--- src/sv/ffca_pkg.sv ---
// shared types, constants and the size rounding function of the first-fit allocator
// used by ffca_ctrl, ffca_dp and the top level; no dependencies
`default_nettype none

package ffca_pkg;

    localparam int unsigned MaxExtentsDefault = 64;

    localparam logic [31:0] WordRoundAdd  = 32'h0000_0003;
    localparam logic [31:0] WordRoundMask = 32'hffff_fffc;
    localparam logic [31:0] PageRoundAdd  = 32'h0000_0fff;
    localparam logic [31:0] PageRoundMask = 32'hffff_f000;

    typedef enum logic [1:0] {
        OP_ALLOC = 2'd0,
        OP_FREE  = 2'd1,
        OP_CLEAR = 2'd2,
        OP_NOP   = 2'd3
    } t_op;

    typedef enum logic [1:0] {
        RD_K   = 2'd0,
        RD_K1  = 2'd1,
        RD_JM1 = 2'd2
    } t_rd_sel;

    typedef enum logic [2:0] {
        WR_NONE   = 3'd0,
        WR_SHRINK = 3'd1,
        WR_DOWN   = 3'd2,
        WR_UP     = 3'd3,
        WR_MPREV  = 3'd4,
        WR_MNEXT  = 3'd5,
        WR_INS    = 3'd6
    } t_wr_sel;

    typedef struct packed {
        logic    load;
        logic    rd_en;
        t_rd_sel rd_sel;
        logic    step_prev;
        logic    inc_k;
        logic    set_j;
        logic    dec_j;
        t_wr_sel wr_sel;
        logic    alloc_ok;
        logic    alloc_miss;
        logic    free_ok;
        logic    remove;
        logic    insert;
        logic    lost;
        logic    clear;
    } t_cmd;

    typedef struct packed {
        t_op  op;
        logic k_lt_cnt;
        logic j_gt_k;
        logic fits;
        logic exact;
        logic gt_addr;
        logic prev_join;
        logic next_join;
        logic full;
    } t_sts;

    function automatic logic [31:0] round_size(input logic [31:0] sz, input logic page);
        logic [31:0] s;
        s = sz;
        if (page) begin
            s = (s + PageRoundAdd) & PageRoundMask;
        end
        return (s + WordRoundAdd) & WordRoundMask;
    endfunction

endpackage

`default_nettype wire

--- src/sv/ffca_ctrl.sv ---
// controller of the allocator: sequences scan, shift, merge and insert steps
// depends on ffca_pkg; issues commands to ffca_dp
`default_nettype none

module ffca_ctrl (
    input  wire logic           i_clk,
    input  wire logic           i_rst_n,
    input  wire logic           i_in_valid,
    output logic                o_in_ready,
    output logic                o_out_valid,
    input  wire logic           i_out_ready,
    input  wire ffca_pkg::t_sts i_sts,
    output ffca_pkg::t_cmd      o_cmd
);
    import ffca_pkg::*;

    typedef enum logic [11:0] {
        S_IDLE  = 12'b0000_0000_0001,
        S_DISP  = 12'b0000_0000_0010,
        S_A_RD  = 12'b0000_0000_0100,
        S_A_EV  = 12'b0000_0000_1000,
        S_DN_RD = 12'b0000_0001_0000,
        S_DN_WR = 12'b0000_0010_0000,
        S_F_RD  = 12'b0000_0100_0000,
        S_F_EV  = 12'b0000_1000_0000,
        S_F_DEC = 12'b0001_0000_0000,
        S_UP_RD = 12'b0010_0000_0000,
        S_UP_WR = 12'b0100_0000_0000,
        S_OUT   = 12'b1000_0000_0000
    } t_state;

    t_state r_state;
    t_state n_state;

    always_ff @(posedge i_clk) begin
        if (!i_rst_n) begin
            r_state <= S_IDLE;
        end else begin
            r_state <= n_state;
        end
    end

    always_comb begin
        n_state = r_state;
        o_cmd   = '0;
        o_cmd.rd_sel = RD_K;
        o_cmd.wr_sel = WR_NONE;
        unique case (r_state)
            S_IDLE: begin
                if (i_in_valid) begin
                    o_cmd.load = 1'b1;
                    n_state = S_DISP;
                end
            end
            S_DISP: begin
                unique case (i_sts.op)
                    OP_ALLOC: n_state = S_A_RD;
                    OP_FREE:  n_state = S_F_RD;
                    OP_CLEAR: begin
                        o_cmd.clear = 1'b1;
                        n_state = S_OUT;
                    end
                    default:  n_state = S_OUT;
                endcase
            end
            S_A_RD: begin
                if (i_sts.k_lt_cnt) begin
                    o_cmd.rd_en = 1'b1;
                    n_state = S_A_EV;
                end else begin
                    o_cmd.alloc_miss = 1'b1;
                    n_state = S_OUT;
                end
            end
            S_A_EV: begin
                if (i_sts.fits) begin
                    o_cmd.alloc_ok = 1'b1;
                    if (i_sts.exact) begin
                        o_cmd.remove = 1'b1;
                        n_state = S_DN_RD;
                    end else begin
                        o_cmd.wr_sel = WR_SHRINK;
                        n_state = S_OUT;
                    end
                end else begin
                    o_cmd.inc_k = 1'b1;
                    n_state = S_A_RD;
                end
            end
            // close the gap left by a removed extent
            S_DN_RD: begin
                if (i_sts.k_lt_cnt) begin
                    o_cmd.rd_en  = 1'b1;
                    o_cmd.rd_sel = RD_K1;
                    n_state = S_DN_WR;
                end else begin
                    n_state = S_OUT;
                end
            end
            S_DN_WR: begin
                o_cmd.wr_sel = WR_DOWN;
                o_cmd.inc_k  = 1'b1;
                n_state = S_DN_RD;
            end
            S_F_RD: begin
                if (i_sts.k_lt_cnt) begin
                    o_cmd.rd_en = 1'b1;
                    n_state = S_F_EV;
                end else begin
                    n_state = S_F_DEC;
                end
            end
            S_F_EV: begin
                if (i_sts.gt_addr) begin
                    n_state = S_F_DEC;
                end else begin
                    o_cmd.step_prev = 1'b1;
                    n_state = S_F_RD;
                end
            end
            S_F_DEC: begin
                priority if (i_sts.prev_join) begin
                    o_cmd.wr_sel  = WR_MPREV;
                    o_cmd.free_ok = 1'b1;
                    if (i_sts.next_join) begin
                        o_cmd.remove = 1'b1;
                        n_state = S_DN_RD;
                    end else begin
                        n_state = S_OUT;
                    end
                end else if (i_sts.next_join) begin
                    o_cmd.wr_sel  = WR_MNEXT;
                    o_cmd.free_ok = 1'b1;
                    n_state = S_OUT;
                end else if (!i_sts.full) begin
                    o_cmd.set_j = 1'b1;
                    n_state = S_UP_RD;
                end else begin
                    o_cmd.lost = 1'b1;
                    n_state = S_OUT;
                end
            end
            // open a slot at the insert point, top entry first
            S_UP_RD: begin
                if (i_sts.j_gt_k) begin
                    o_cmd.rd_en  = 1'b1;
                    o_cmd.rd_sel = RD_JM1;
                    n_state = S_UP_WR;
                end else begin
                    o_cmd.wr_sel = WR_INS;
                    o_cmd.insert = 1'b1;
                    n_state = S_OUT;
                end
            end
            S_UP_WR: begin
                o_cmd.wr_sel = WR_UP;
                o_cmd.dec_j  = 1'b1;
                n_state = S_UP_RD;
            end
            S_OUT: begin
                if (i_out_ready) begin
                    n_state = S_IDLE;
                end
            end
            default: n_state = S_IDLE;
        endcase
    end

    assign o_in_ready  = (r_state == S_IDLE);
    assign o_out_valid = (r_state == S_OUT);

`ifndef SYNTHESIS
    a_one_side: assert property (@(posedge i_clk) disable iff (!i_rst_n)
        !(o_in_ready && o_out_valid))
        else $error("input and output open at once");
    a_load_only_idle: assert property (@(posedge i_clk) disable iff (!i_rst_n)
        o_cmd.load |-> o_in_ready && i_in_valid)
        else $error("request loaded outside idle");
    a_result_follows: assert property (@(posedge i_clk) disable iff (!i_rst_n)
        (o_out_valid && i_out_ready) |=> o_in_ready)
        else $error("no return to idle after result transfer");
`endif

endmodule

`default_nettype wire
--- config.mk ---
export PLATFORM = sky130hd
export DESIGN_NAME = ffca_ctrl
export DESIGN_NICKNAME = d
export VERILOG_FILES = /design/src/sv/ffca_pkg.sv /design/src/sv/ffca_ctrl.sv
export SDC_FILE = /design/constraint.sdc
export NUM_CORES = 1
export LEC_CHECK = 0
export ABC_AREA = 1
export ABC_CLOCK_PERIOD_IN_PS = 1600
export BUFFER_PORTS_ARGS = -buffer_cell sky130_fd_sc_hd__buf_2
export CAP_MARGIN = 30
export CORE_MARGIN = 1
export CORE_UTILIZATION = 35
export CTS_CLUSTER_SIZE = 40
export DETAILED_ROUTE_END_ITERATION = 8
export GPL_TIMING_DRIVEN = 0
export HOLD_SLACK_MARGIN = 0.1
export PLACE_DENSITY_LB_ADDON = 0.3
export SETUP_SLACK_MARGIN = 0.4
export SLEW_MARGIN = 20
export SYNTH_ARGS = -nofsm -noshare
export SYNTH_HDL_FRONTEND = slang
export SYNTH_SLANG_ARGS = --single-unit
--- constraint.sdc ---
create_clock -name i_clk -period 1.6 [get_ports i_clk]
set_clock_uncertainty 0.1 [all_clocks]
set_input_delay 0.16 -clock i_clk [delete_from_list [all_inputs] [get_ports i_clk]]
set_output_delay 0.16 -clock i_clk [all_outputs]
set_load 0.1 [all_outputs]
==> metrics.md <==
| Metric | Value |
|---|---|
| Final worst path period share | `127%` |
| Hpwl dp | `2.11 mm` |
| Ys flop type | `dfxtp_1` |
| Fin cells | `267` |
| Crit path capture | `o_cmd[11]` |
| Clk root buf | `clkbuf_4` |
| Largest net degree at the start of global routing | `10` |
| Syn Inst Count | `159` |
| Worst Tran Pin Value | `441 ps` |
| Lkg Pwr | `1.04 nW` |
| Worst skew pair latency | `290 ps` |
| Yosys warns | `0` |
| Vias/cell | `5.40` |
| Final Util | `85.3%` |
| Maximum fanout along the worst path | `3` |
| CTS tree | `done` |
| Critical-path cell list | `inv_2 > nand2_4 > nor3_4 > buf_4 > buf_6 > nand3_4 > clkinvlp_4 > buf_12` |
| Share of cells above drive strength 1 | `69.9%` |
| Die extent in x | `55.4 um` |
| FF-to-FF path depth | `11` |
| Core box area | `2730 um^2` |
| Detailed-router iteration count before antenna repair | `4` |
| Ant diodes | `0` |
| Htree depth | `1` |
| Commonest non-fill, non-tap cell in the layout | `buf_4` |
| Final min period | `2040 ps` |
| Post-DP Area | `1380 um^2` |
| WP buf/inv | `5` |
| Pre-CTS setup slack | `-327 ps` |
| NumNets Final | `251` |
| Initial core utilization | `36.5%` |
| WP data arrival | `1780 ps` |
| Failing checks | `setup timing` |
| Status | `finished with violations` |
| Setup WS post-layout | `-436 ps` |
| TNS Setup | `-6590 ps` |
| Multi-input gate area | `1030 um^2` |
| Port Buffer Count | `33` |
| Initial antenna violation count | `0` |
| Post-synth ARST share | `0%` |
| Die Area | `3070 um^2` |
| Antenna viol nets, final | `0` |
| Site Rows | `19` |
| Critical path depth | `8` |
| Global router's overall resource usage | `26.0%` |
| Avg WL per Cell | `18.3 um` |
| Clk sinks | `12` |
| Max_slew headroom | `70.4%` |
| Setup-failing EPs final | `23` |
| Most flops, register | `r_state` |
| CP max stage delay | `360 ps` |
| I/O pin total | `34` |
| DR iter-0 viols | `89` |
| Post-synth EDFFs | `0` |
| Vias | `1441` |
| Data required, critical path | `1340 ps` |
| Synth cell types | `24` |
| Largest registers | `r_state x12` |
| Maxcap violations | `0` |
| Reg2Reg Capture Point | `r_state[0]$_SDFFE_PN1P_` |
| Worst R2R Setup Slack | `-220 ps` |
| Total CTS buffers | `3` |
| Vias in the first global route | `1349` |
| Pwr/cell area | `418 nW/um^2` |
| Peak supply drop | `0.000631 V` |
| GP Congestion | `0.876` |
| Unrepaired setup endpoints after global routing | `true` |
| Avg Cell Area, Syn | `6.28 um^2` |
| Fill count | `126` |
| Max FFs per register | `12` |
| Worst setup SP type | `flip-flop` |
| Post-synthesis sequential area ratio | `24.1%` |
| Crit path capture type | `primary output` |
| Most frequent cells in the layout | `buf_4, inv_1, buf_12` |
| Hold Path Class | `in2reg` |
| Worst-path clk slew | `90 ps` |
| Layout area overhead | `134%` |
| Grt ovf | `0` |
| Critical path class | `reg2out` |
| # DRC | `0` |
| Origin of the critical flop-to-flop path | `r_state[0]$_SDFFE_PN1P_` |
| Max Clock Freq | `491 MHz` |
| Die Ht | `55.4 um` |
| Final WL | `4.88 mm` |
| Mapped cell area | `998 um^2` |
| Worst hold margin | `108 ps` |
| Yosys reg bits | `12` |
| First-pass GRT wire length | `6.29 mm` |
| Syn nets | `173` |
| Placed Cells | `223` |
| Final hold violations | `0` |
| CP max-delay cell | `dfxtp_2` |
| Clock Tree Buf Depth | `2` |
| Total power | `0.976 mW` |
| Finished Cell Area | `2330 um^2` |
| Register area | `263 um^2` |
| CP startpoint | `r_state[10]$_SDFFE_PN0P_` |
| Max Transition Viols Final | `0` |
| Crit path max-delay family | `buffers and inverters` |
==> layout make-up <==
class                      instances  area share (%)
multi-input combinational        114            44.2
tap                               31            1.66
timing repair buffer              72            34.9
inverter                          34            6.44
clock buffer                       4            1.56
sequential                        12            11.3
==> power breakdown <==
part / internal (mW) / leakage (nW) / switching, mW
clock network: 0.139 / 0.0210 / 0.122
registers: 0.299 / 0.103 / 0.00967
logic: 0.162 / 0.919 / 0.244
total: 0.600 / 1.04 / 0.376
==> tightest hold or removal path: stages <==
cell and delay (ps):
buf_2 100, inv_1 140, nor3_2 70
==> cell families after synthesis <==
logic type | share of synthesized area, %
AO/OA/AOI/OAI | 6.39
buffers and inverters | 12.8
flip-flops | 24.1
AND/OR/NAND/NOR | 56.8
==> routing by layer <==
layer	vias to the layer above	track usage, %	wire, um
met1	681	30.4	1890
met2	81	46.8	2520
li1	657	-	-
met3	22	3.75	269
met4	0	11.4	200
met5	-	0	0
==> synth_stat cells (2+ instances only) <==
master / instances / area share, %
nand2_4: 3 / 3.4
o21ai_0: 3 / 1.5
nor2_8: 2 / 4.0
nor3_1: 7 / 3.5
nand3b_1: 2 / 1.5
nand3_1: 17 / 8.5
a21oi_1: 4 / 2.0
nand3_2: 2 / 2.0
nand4_1: 3 / 1.9
inv_1: 29 / 11
inv_2: 4 / 1.5
nor2_1: 23 / 8.6
nor2_2: 5 / 3.1
nor2_4: 4 / 4.5
dfxtp_1: 12 / 24
nand2_2: 3 / 1.9
nand2_1: 29 / 11
==> what timing repair did <==
| item | 4_1_cts | 5_1_grt |
|---|---|---|
| pin swaps | 14 | 24 |
| setup buffers | 17 | 18 |
| gates cloned | 1 | 0 |
| hold buffers | 4 | 0 |
| hold endpoints to repair | 6 | 0 |
| resized for setup | 116 | 45 |
| endpoints found under the setup margin | 31 | 32 |
==> worst min path at each step <==
| stage | cells after the start | endpoint | startpoint |
|---|---|---|---|
| after global routing | 3 | r_state[1]$_SDFFE_PN0P_ | i_in_valid |
| after detailed placement | 2 | r_state[0]$_SDFFE_PN1P_ | i_rst_n |
| after CTS | 4 | r_state[2]$_SDFFE_PN0P_ | i_sts[8] |
| after global placement | 2 | r_state[0]$_SDFFE_PN1P_ | i_rst_n |
| final | 3 | r_state[1]$_SDFFE_PN0P_ | i_in_valid |
| after floorplan | 1 | r_state[0]$_SDFFE_PN1P_ | i_rst_n |
(Power assumes the default switching activity.)
